File: src/sv/dfb_pkg.sv
`timescale 1ns / 1ps
// ----------------------------------------------------------------------------
// dfb_pkg: shared types and constants of the descriptor fifo
// widths, codes and the descriptor struct used by the cells and the top level
// ----------------------------------------------------------------------------
package dfb_pkg;

   // default number of cells; the 5-bit capacity register limits use to 31
   localparam int DFB_DEPTH = 16;

   localparam int WORD_W  = 32;
   localparam int CNT_W   = 5;
   localparam int STAT_W  = 2;
   localparam int REGID_W = 8;

   // operations
   localparam logic OP_PUSH = 1'b0;
   localparam logic OP_POP  = 1'b1;

   // status codes
   localparam logic [STAT_W-1:0] ST_OK     = 2'd0;
   localparam logic [STAT_W-1:0] ST_FULL   = 2'd1;
   localparam logic [STAT_W-1:0] ST_BUDGET = 2'd2;
   localparam logic [STAT_W-1:0] ST_EMPTY  = 2'd3;

   // register indexes
   localparam logic [REGID_W-1:0] REG_CAPACITY = 8'd0;
   localparam logic [REGID_W-1:0] REG_BUDGET   = 8'd1;

   typedef struct packed {
      logic [WORD_W-1:0] handle;
      logic [WORD_W-1:0] size;
      logic [WORD_W-1:0] tag;
   } desc_type;

   typedef struct packed {
      logic load;
      logic shift;
   } cell_ctl_type;

   typedef struct packed {
      logic [STAT_W-1:0] status;
      desc_type          desc;
      logic [CNT_W-1:0]  entry_count;
      logic [CNT_W-1:0]  free_slots;
      logic              empty_flag;
      logic              full_flag;
      logic [WORD_W-1:0] bytes_in_use;
   } rsp_type;

endpackage

File: src/sv/dfb_if.sv
`timescale 1ns / 1ps
// ----------------------------------------------------------------------------
// dfb_if: channel interfaces of the descriptor fifo
// request, response and register write channels with valid/ready
// ----------------------------------------------------------------------------
interface dfb_req_if
   import dfb_pkg::*;
();
   logic              valid;
   logic              ready;
   logic              operation;
   logic [WORD_W-1:0] item_handle;
   logic [WORD_W-1:0] item_size;
   logic [WORD_W-1:0] item_type;

   modport source (output valid, operation, item_handle, item_size, item_type,
                   input ready);
   modport sink   (input valid, operation, item_handle, item_size, item_type,
                   output ready);
endinterface

interface dfb_rsp_if
   import dfb_pkg::*;
();
   logic              valid;
   logic              ready;
   logic [STAT_W-1:0] status;
   logic [WORD_W-1:0] out_handle;
   logic [WORD_W-1:0] out_size;
   logic [WORD_W-1:0] out_type;
   logic [CNT_W-1:0]  entry_count;
   logic [CNT_W-1:0]  free_slots;
   logic              empty_flag;
   logic              full_flag;
   logic [WORD_W-1:0] bytes_in_use;

   modport source (output valid, status, out_handle, out_size, out_type,
                   entry_count, free_slots, empty_flag, full_flag, bytes_in_use,
                   input ready);
   modport sink   (input valid, status, out_handle, out_size, out_type,
                   entry_count, free_slots, empty_flag, full_flag, bytes_in_use,
                   output ready);
endinterface

interface dfb_csr_if
   import dfb_pkg::*;
();
   logic               valid;
   logic               ready;
   logic [REGID_W-1:0] reg_index;
   logic [WORD_W-1:0]  wr_data;

   modport source (output valid, reg_index, wr_data, input ready);
   modport sink   (input valid, reg_index, wr_data, output ready);
endinterface

File: src/sv/dfb_cell.sv
`timescale 1ns / 1ps
// ----------------------------------------------------------------------------
// dfb_cell: one descriptor slot of the shifting queue
// loads a new descriptor or takes its upstream neighbor's on a pop
// ----------------------------------------------------------------------------
module dfb_cell
   import dfb_pkg::*;
(
   input  logic         clock,
   input  cell_ctl_type ctl,
   input  desc_type     load_data,
   input  desc_type     next_data,
   output desc_type     data_out
);

   desc_type data_ff;
   desc_type data_in;

   always_comb begin
      data_in = data_ff;
      if (ctl.load) begin
         data_in = load_data;
      end else if (ctl.shift) begin
         data_in = next_data;
      end
   end

   always_ff @(posedge clock) begin
      data_ff <= data_in;
   end

   assign data_out = data_ff;

endmodule

File: src/sv/descriptor_fifo_with_byte_budget.sv
`timescale 1ns / 1ps
// ----------------------------------------------------------------------------
// descriptor_fifo_with_byte_budget: descriptor queue with a byte limit
// push/pop queue of handle/size/tag descriptors kept in a chain of cells,
// with a slot capacity register and a budget on the summed byte sizes
// ----------------------------------------------------------------------------
//
//  channel   dir  modport  beat contents
//  req_bus   in   sink     operation, item_handle, item_size, item_type
//  rsp_bus   out  source   status, descriptor, count, free, flags, bytes
//  csr_bus   in   sink     reg_index (0 capacity, 1 byte budget), wr_data
//
//  one request beat per cycle while req_ready is high; each beat gives its
//  response beat in the cycle after acceptance, from the response register
//  the cycle is set by the 33-bit budget add and compare on a push
//  req_ready drops only while a response waits and rsp_ready is low
//  reset (synchronous, active high) empties the queue, capacity goes to the
//  cell count and the budget to zero; register writes are always taken
//
module descriptor_fifo_with_byte_budget
   import dfb_pkg::*;
#(
   parameter int DEPTH = DFB_DEPTH
)(
   input  logic   clock,
   input  logic   reset,
   dfb_req_if.sink   req_bus,
   dfb_rsp_if.source rsp_bus,
   dfb_csr_if.sink   csr_bus
);

   // cells actually built; capacity is a 5-bit register
   localparam int NCELL = (DEPTH < 31) ? DEPTH : 31;

   // control state
   logic [CNT_W-1:0]  cap_ff, cap_in;       // effective capacity, 1..NCELL
   logic [CNT_W-1:0]  count_ff, count_in;
   logic [WORD_W-1:0] total_ff, total_in;
   logic [WORD_W-1:0] budget_ff, budget_in;
   logic              rsp_valid_ff, rsp_valid_in;
   rsp_type           rsp_ff, rsp_in;

   // datapath
   desc_type          cell_q   [NCELL];
   cell_ctl_type      cell_ctl [NCELL];
   desc_type          req_desc;
   desc_type          front;

   logic              req_acc, csr_acc;
   logic              push, pop, push_ok, pop_ok;
   logic              is_full, is_empty, over;
   logic [WORD_W:0]   sum, limit;
   logic [CNT_W-1:0]  wr_cap;

   assign req_desc = '{handle: req_bus.item_handle, size: req_bus.item_size,
                       tag: req_bus.item_type};
   assign front    = cell_q[0];

   // handshakes
   assign req_bus.ready = !rsp_valid_ff || rsp_bus.ready;
   assign req_acc       = req_bus.valid && req_bus.ready;
   assign csr_bus.ready = 1'b1;
   assign csr_acc       = csr_bus.valid;

   // capacity clamp: zero acts as one, above the cell count acts as the count
   always_comb begin
      wr_cap = csr_bus.wr_data[CNT_W-1:0];
      if (wr_cap == '0) begin
         wr_cap = CNT_W'(1);
      end else if (wr_cap > CNT_W'(NCELL)) begin
         wr_cap = CNT_W'(NCELL);
      end
   end

   // push/pop decisions
   assign push     = req_acc && (req_bus.operation == OP_PUSH);
   assign pop      = req_acc && (req_bus.operation == OP_POP);
   assign is_full  = (count_ff == cap_ff);
   assign is_empty = (count_ff == '0);
   assign sum      = {1'b0, total_ff} + {1'b0, req_bus.item_size};
   assign limit    = (budget_ff != '0) ? {1'b0, budget_ff} : {1'b0, {WORD_W{1'b1}}};
   assign over     = (sum > limit);
   assign push_ok  = push && !is_full && !over;
   assign pop_ok   = pop && !is_empty;

   // next state and response
   always_comb begin
      cap_in       = cap_ff;
      budget_in    = budget_ff;
      count_in     = count_ff;
      total_in     = total_ff;
      rsp_valid_in = rsp_valid_ff;
      rsp_in       = rsp_ff;

      if (rsp_bus.ready) begin
         rsp_valid_in = 1'b0;
      end

      if (push_ok) begin
         count_in = count_ff + CNT_W'(1);
         total_in = sum[WORD_W-1:0];
      end else if (pop_ok) begin
         count_in = count_ff - CNT_W'(1);
         // clamp at zero on the way down
         total_in = (total_ff >= front.size) ? (total_ff - front.size) : '0;
      end

      if (req_acc) begin
         rsp_valid_in        = 1'b1;
         rsp_in.entry_count  = count_in;
         rsp_in.free_slots   = cap_ff - count_in;
         rsp_in.empty_flag   = (count_in == '0);
         rsp_in.full_flag    = (count_in == cap_ff);
         rsp_in.bytes_in_use = total_in;
         rsp_in.desc         = '0;
         if (pop) begin
            rsp_in.status = pop_ok ? ST_OK : ST_EMPTY;
            if (pop_ok) begin
               rsp_in.desc = front;
            end
         end else begin
            if (is_full) begin
               rsp_in.status = ST_FULL;
            end else if (over) begin
               rsp_in.status = ST_BUDGET;
            end else begin
               rsp_in.status = ST_OK;
            end
            // front after the push: the new item when it lands in an empty queue
            if (push_ok && is_empty) begin
               rsp_in.desc = req_desc;
            end else if (!is_empty) begin
               rsp_in.desc = front;
            end
         end
      end

      // register writes must come only while idle; the block itself does not enforce it
      if (csr_acc) begin
         case (csr_bus.reg_index)
            REG_CAPACITY: begin
               cap_in   = wr_cap;
               count_in = '0;
               total_in = '0;
            end
            REG_BUDGET: begin
               budget_in = csr_bus.wr_data;
            end
            default: begin
            end
         endcase
      end
   end

   always_ff @(posedge clock) begin
      if (reset) begin
         cap_ff       <= CNT_W'(NCELL);
         budget_ff    <= '0;
         count_ff     <= '0;
         total_ff     <= '0;
         rsp_valid_ff <= 1'b0;
      end else begin
         cap_ff       <= cap_in;
         budget_ff    <= budget_in;
         count_ff     <= count_in;
         total_ff     <= total_in;
         rsp_valid_ff <= rsp_valid_in;
      end
   end

   always_ff @(posedge clock) begin
      rsp_ff <= rsp_in;
   end

   // chain of cells: cell 0 is the front, a pop moves every cell one step
   // forward, a push loads the cell just past the last stored one
   genvar i;
   generate
      for (i = 0; i < NCELL; i++) begin : g_cell
         assign cell_ctl[i].load  = push_ok && (count_ff == CNT_W'(i));
         assign cell_ctl[i].shift = pop_ok;
         if (i == NCELL - 1) begin : g_last
            dfb_cell u_cell (
               .clock     (clock),
               .ctl       (cell_ctl[i]),
               .load_data (req_desc),
               .next_data (cell_q[i]),
               .data_out  (cell_q[i])
            );
         end else begin : g_mid
            dfb_cell u_cell (
               .clock     (clock),
               .ctl       (cell_ctl[i]),
               .load_data (req_desc),
               .next_data (cell_q[i+1]),
               .data_out  (cell_q[i])
            );
         end
      end
   endgenerate

   // response port
   assign rsp_bus.valid        = rsp_valid_ff;
   assign rsp_bus.status       = rsp_ff.status;
   assign rsp_bus.out_handle   = rsp_ff.desc.handle;
   assign rsp_bus.out_size     = rsp_ff.desc.size;
   assign rsp_bus.out_type     = rsp_ff.desc.tag;
   assign rsp_bus.entry_count  = rsp_ff.entry_count;
   assign rsp_bus.free_slots   = rsp_ff.free_slots;
   assign rsp_bus.empty_flag   = rsp_ff.empty_flag;
   assign rsp_bus.full_flag    = rsp_ff.full_flag;
   assign rsp_bus.bytes_in_use = rsp_ff.bytes_in_use;

   // checks
   a_count_le_cap: assert property (@(posedge clock) disable iff (reset)
      count_ff <= cap_ff)
      else $error("entry count above capacity");

   a_empty_no_bytes: assert property (@(posedge clock) disable iff (reset)
      (count_ff == '0) |-> (total_ff == '0))
      else $error("bytes in use while queue is empty");

   a_pop_empty_status: assert property (@(posedge clock) disable iff (reset)
      (pop && is_empty) |=> (rsp_valid_ff && rsp_ff.status == ST_EMPTY))
      else $error("pop on empty queue without empty status");

   a_flags_exclusive: assert property (@(posedge clock) disable iff (reset)
      rsp_valid_ff |-> !(rsp_ff.empty_flag && rsp_ff.full_flag))
      else $error("empty and full flags both set");

endmodule

File: src/flat_wrapper.sv
// flat-port wrapper written by rule: the top's interface ports become plain ports
module descriptor_fifo_with_byte_budget_flat import dfb_pkg::*;
#(
   parameter int DEPTH = DFB_DEPTH
)
  (clock, reset, req_bus_valid, req_bus_operation, req_bus_item_handle, req_bus_item_size, req_bus_item_type, req_bus_ready, rsp_bus_valid, rsp_bus_status, rsp_bus_out_handle, rsp_bus_out_size, rsp_bus_out_type, rsp_bus_entry_count, rsp_bus_free_slots, rsp_bus_empty_flag, rsp_bus_full_flag, rsp_bus_bytes_in_use, rsp_bus_ready, csr_bus_valid, csr_bus_reg_index, csr_bus_wr_data, csr_bus_ready);
  dfb_req_if req_bus_i ();
  dfb_rsp_if rsp_bus_i ();
  dfb_csr_if csr_bus_i ();
  input  logic clock;
  input  logic reset;
  input wire logic [$bits(req_bus_i.valid)-1:0] req_bus_valid;
  input wire logic [$bits(req_bus_i.operation)-1:0] req_bus_operation;
  input wire logic [$bits(req_bus_i.item_handle)-1:0] req_bus_item_handle;
  input wire logic [$bits(req_bus_i.item_size)-1:0] req_bus_item_size;
  input wire logic [$bits(req_bus_i.item_type)-1:0] req_bus_item_type;
  output wire logic [$bits(req_bus_i.ready)-1:0] req_bus_ready;
  output wire logic [$bits(rsp_bus_i.valid)-1:0] rsp_bus_valid;
  output wire logic [$bits(rsp_bus_i.status)-1:0] rsp_bus_status;
  output wire logic [$bits(rsp_bus_i.out_handle)-1:0] rsp_bus_out_handle;
  output wire logic [$bits(rsp_bus_i.out_size)-1:0] rsp_bus_out_size;
  output wire logic [$bits(rsp_bus_i.out_type)-1:0] rsp_bus_out_type;
  output wire logic [$bits(rsp_bus_i.entry_count)-1:0] rsp_bus_entry_count;
  output wire logic [$bits(rsp_bus_i.free_slots)-1:0] rsp_bus_free_slots;
  output wire logic [$bits(rsp_bus_i.empty_flag)-1:0] rsp_bus_empty_flag;
  output wire logic [$bits(rsp_bus_i.full_flag)-1:0] rsp_bus_full_flag;
  output wire logic [$bits(rsp_bus_i.bytes_in_use)-1:0] rsp_bus_bytes_in_use;
  input wire logic [$bits(rsp_bus_i.ready)-1:0] rsp_bus_ready;
  input wire logic [$bits(csr_bus_i.valid)-1:0] csr_bus_valid;
  input wire logic [$bits(csr_bus_i.reg_index)-1:0] csr_bus_reg_index;
  input wire logic [$bits(csr_bus_i.wr_data)-1:0] csr_bus_wr_data;
  output wire logic [$bits(csr_bus_i.ready)-1:0] csr_bus_ready;
  assign req_bus_i.valid = req_bus_valid;
  assign req_bus_i.operation = req_bus_operation;
  assign req_bus_i.item_handle = req_bus_item_handle;
  assign req_bus_i.item_size = req_bus_item_size;
  assign req_bus_i.item_type = req_bus_item_type;
  assign req_bus_ready = req_bus_i.ready;
  assign rsp_bus_valid = rsp_bus_i.valid;
  assign rsp_bus_status = rsp_bus_i.status;
  assign rsp_bus_out_handle = rsp_bus_i.out_handle;
  assign rsp_bus_out_size = rsp_bus_i.out_size;
  assign rsp_bus_out_type = rsp_bus_i.out_type;
  assign rsp_bus_entry_count = rsp_bus_i.entry_count;
  assign rsp_bus_free_slots = rsp_bus_i.free_slots;
  assign rsp_bus_empty_flag = rsp_bus_i.empty_flag;
  assign rsp_bus_full_flag = rsp_bus_i.full_flag;
  assign rsp_bus_bytes_in_use = rsp_bus_i.bytes_in_use;
  assign rsp_bus_i.ready = rsp_bus_ready;
  assign csr_bus_i.valid = csr_bus_valid;
  assign csr_bus_i.reg_index = csr_bus_reg_index;
  assign csr_bus_i.wr_data = csr_bus_wr_data;
  assign csr_bus_ready = csr_bus_i.ready;
  descriptor_fifo_with_byte_budget #(.DEPTH(DEPTH)) u_core (.clock(clock), .reset(reset), .req_bus(req_bus_i), .rsp_bus(rsp_bus_i), .csr_bus(csr_bus_i));
endmodule
File: config.mk
export PLATFORM = sky130hd
export DESIGN_NAME = descriptor_fifo_with_byte_budget_flat
export DESIGN_NICKNAME = d
export VERILOG_FILES = /design/src/sv/dfb_pkg.sv /design/src/sv/dfb_if.sv /design/src/sv/dfb_cell.sv /design/src/sv/descriptor_fifo_with_byte_budget.sv /design/src/flat_wrapper.sv
export SDC_FILE = /design/constraint.sdc
export NUM_CORES = 2
export LEC_CHECK = 0
export BUFFER_PORTS_ARGS = -buffer_cell sky130_fd_sc_hd__buf_2
export CAP_MARGIN = 0
export CORE_ASPECT_RATIO = 1.25
export CORE_MARGIN = 8
export CORE_UTILIZATION = 30
export CTS_BUF_LIST = sky130_fd_sc_hd__clkbuf_8 sky130_fd_sc_hd__clkbuf_16
export CTS_CLUSTER_DIAMETER = 120
export CTS_CLUSTER_SIZE = 8
export DETAILED_ROUTE_END_ITERATION = 10
export HOLD_SLACK_MARGIN = 0.12
export SLEW_MARGIN = 20
export SYNTH_ARGS = -nofsm -noshare
export SYNTH_HDL_FRONTEND = slang
export SYNTH_SLANG_ARGS = --single-unit
File: constraint.sdc
create_clock -name clock -period 16.53 [get_ports clock]
set_clock_uncertainty 0.05 [all_clocks]
set_input_delay 1.653 -clock clock [delete_from_list [all_inputs] [get_ports clock]]
set_output_delay 1.653 -clock clock [all_outputs]
set_load 0.01 [all_outputs]
==> results.py <==
metrics = {
    "status": {
        "outcome": "finished, final reports clean",
    },
    "route": {
        "drc_errors": 0,
        "routed_wl_um": 204000,
        "vias_per_cell": 4.92,
        "dr.pass1.iters": 5,
        "drtAntennaViolNets": 0,
        "wl_per_cell_um": 24.0,
        "drt_iter0_drc": 3343,
        "vias": 41700,
    },
    "timing": {
        "min_period_over_period_pct": 58.6,
        "maxSlewHeadroom_pct": 28.2,
        "setup_viol": 0,
        "min_period_ns": 9.69,
        "hold_viol_final": 0,
        "maxSlewViolCount": 0,
        "whs_ns": 0.436,
        "totalNegativeSetupSlack_ns": 0,
        "fmax_ghz": 0.103,
        "rsz0062_at_grt": "no",
        "worst_pin_slew_ns": 1.08,
    },
    "power": {
        "ir_drop_mv": 0.0946,
        "p_switching_mw": 2.89,
        "power_mw": 11.4,
        "pwr-share-seq_pct": 48.8,
        "swShare_pct": 25.3,
        "p_leak_nw": 31.5,
        "p_int_mw": 8.55,
        "combPwrFrac_pct": 12.8,
        "p_per_area_nw_per_um2": 129,
        "clockPowerShare_pct": 38.4,
    },
    "finish": {
        "multi_input_area_um2": 24300,
        "drive_gt1_share_pct": 37.0,
        "register_area_um2": 51900,
        "final_cells": 8480,
        "fillers": 24400,
        "layout.nets": 5287,
        "syn2layout_area_growth_pct": 14.3,
    },
    "synthesis": {
        "synth.avg_cell_area_um2": 16.3,
        "ys_seq_area_share_pct": 66.6,
        "synth_edf_count": 1678,
        "yosysUniqueCellTypes": 79,
        "synth_top_area_cell": "edfxtp_1",
        "async_flop_share_pct": 0,
        "synth_ff_type": "edfxtp_1",
        "synthTopCellsByCount": "1678 x edfxtp_1, 1153 x mux2_2, 300 x nand2_1",
        "ys_ff_latch": 1753,
        "syn_inst": 4785,
        "netlist_top_cells_area": "edfxtp_1 65%, mux2_2 17%, mux2_1 2.9%",
        "yosysMostFrequentCell": "edfxtp_1",
        "ys_warn_count": 0,
        "syn_nets": 5036,
        "synth_top_area_share_pct": 64.7,
        "syn-cell-area_um2": 77900,
    },
    "clock_network": {
        "clk_latency_ns": 0.87,
        "ctsResizeCount": 0,
        "clk_pin_slew_ns": 0.05,
        "numCtsBuffers": 245,
        "cts_tree": "yes",
        "cts_hold_buf": 0,
        "cts_buffer_depth": 4,
        "root_buffer": "clkbuf_16",
        "cts.sinks": 1753,
        "h-tree-depth": 4,
        "cts_setup_buffers": 0,
    },
    "global_route": {
        "grt_usage_pct": 14.2,
        "grt_max_degree": 73,
        "overflow": 0,
        "grt_pass1_vias": 43400,
        "grt_pass1_wl_um": 300000,
        "antenna_found_initial": 50,
    },
    "placement": {
        "dp.cells": 8165,
        "port_buffers": 285,
        "hpwlAfterDp_um": 131000,
        "globalplace.congestion": 0.861,
    },
    "floorplan": {
        "die_y_um": 586,
        "die-area_um2": 276000,
        "top_level_ports": 287,
        "core_area_um2": 259000,
        "rows": 209,
        "initial_utilization_pct": 30.1,
        "chipWidth_um": 472,
    },
    "min_path": {
        "hold_path.class": "flop to flop",
    },
    "worst_setup_path": {
        "worstPathArrival_ns": 10.10,
        "cp_data_required_time_ns": 16.94,
        "crit_type": "input pin to flop",
        "path_max_fanout": 49,
        "start_kind": "input pin",
        "crit_path_end_kind": "flop",
    },
    "job": {
        "maxCapViolCount": 0,
    },
}
==> through the flow <==
| step | utilization (%) | setup WS, ns | cell area (um2) |
|---|---|---|---|
| floorplan | - | 7.86 | 77900 |
| global placement | 31.9 | 5.95 | 82500 |
| detailed placement | 31.9 | 5.82 | 82500 |
| CTS | 34.4 | 6.72 | 88900 |
| global route | 34.4 | 6.35 | 89000 |
| finish | 34.4 | 6.84 | 89000 |
==> layer usage <==
| layer | track usage (%) | part of all wire [%] | vias to the layer above |
|---|---|---|---|
| li1 | - | - | 18900 |
| met1 | 19.0 | 44 | 21300 |
| met2 | 23.7 | 47 | 1162 |
| met3 | 2.40 | 5.1 | 366 |
| met4 | 4.09 | 2.9 | 30 |
| met5 | 0 | 0.090 | - |
==> critical path: stages <==
cell	delay, ns
buf_2	0.24
ha_1	0.31
fa_1	0.43
a211oi_1	0.25
o21ai_1	0.20
o21a_1	0.26
o21ai_0	0.52
a21o_1	0.28
and2_1	0.19
o311ai_0	0.22
ha_1	0.38
nand4_1	0.16
nor4_1	0.42
and4_1	0.28
a21oi_1	0.06
a211oi_2	0.42
nand3_4	0.57
nor2_8	0.68
nand4_4	0.71
nand2_4	0.96
buf_4	0.75
==> state kept, by name, summed over array words and instances (netlist names), 32 cells and up <==
name and flops:
u_core.total_ff 32, u_core.g_cell.g_last.u_cell.data_out 96, u_core.g_cell.g_mid.u_cell.data_out 1440, u_core.rsp_bus.out_type 32, u_core.budget_ff 32, u_core.rsp_bus.bytes_in_use 32
u_core.rsp_bus.out_size 32, u_core.rsp_bus.out_handle 32
==> power by group through the flow <==
stage	sequential (mW)	clock [mW]	combinational (mW)
floorplan	5.68	0	0.890
global placement	5.65	0	1.47
detailed placement	5.66	0	1.48
CTS	5.58	4.52	1.50
global route	5.61	4.67	1.60
finish	5.58	4.39	1.47
==> worst paths after layout <==
| path | from | end | slack, ns | cells after the start |
|---|---|---|---|---|
| setup / recovery | req_bus_item_size[0] | u_core.g_cell[13].g_mid.u_cell.data_out[84] | 6.84 | 21 |
| hold / removal | u_core.budget_ff[2] | u_core.budget_ff[2] | 0.44 | 2 |
| setup reg to reg | u_core.total_ff[0] | u_core.g_cell[13].g_mid.u_cell.data_out[84] | 7.69 | 20 |
| hold reg to reg | u_core.budget_ff[2] | u_core.budget_ff[2] | 0.44 | 2 |
==> logic make-up (layout without fill, tap and decap cells) <==
family / Yosys count / count (layout) / synth area share [%]
flip-flops: 1753 / 1753 / 66.6
AND/OR/NAND/NOR: 587 / 587 / 3.65
AO/OA/AOI/OAI: 435 / 435 / 3.54
buffers and inverters: 398 / 704 / 2.42
XOR/XNOR: 57 / 57 / 0.641
adder cells (fa/ha/maj): 109 / 109 / 1.78
multiplexers: 1445 / 1445 / 21.3
other: 1 / 14 / 0.00482
==> area by class of cell <==
type	count	area share [%]
diodes	13	0.0366
clock buffers	246	6.92
clock inverters	56	0.370
inverters	65	0.274
multi-input cells	2634	27.3
flip-flops and latches	1753	58.3
well taps	3376	4.75
repair buffers	337	2.04
==> cells in the final DEF, fill, tap and decap left out, types with 75 or more instances in the layout <==
cell type,count
edfxtp_1,1678
mux2_2,1153
buf_2,285
nand2_1,283
clkbuf_16,246
mux2_1,203
inv_1,114
a21oi_1,111
o21ai_0,107
ha_1,106
mux2_4,87
nor2_1,79
dfxtp_1,75
(Power assumes the default switching activity.)
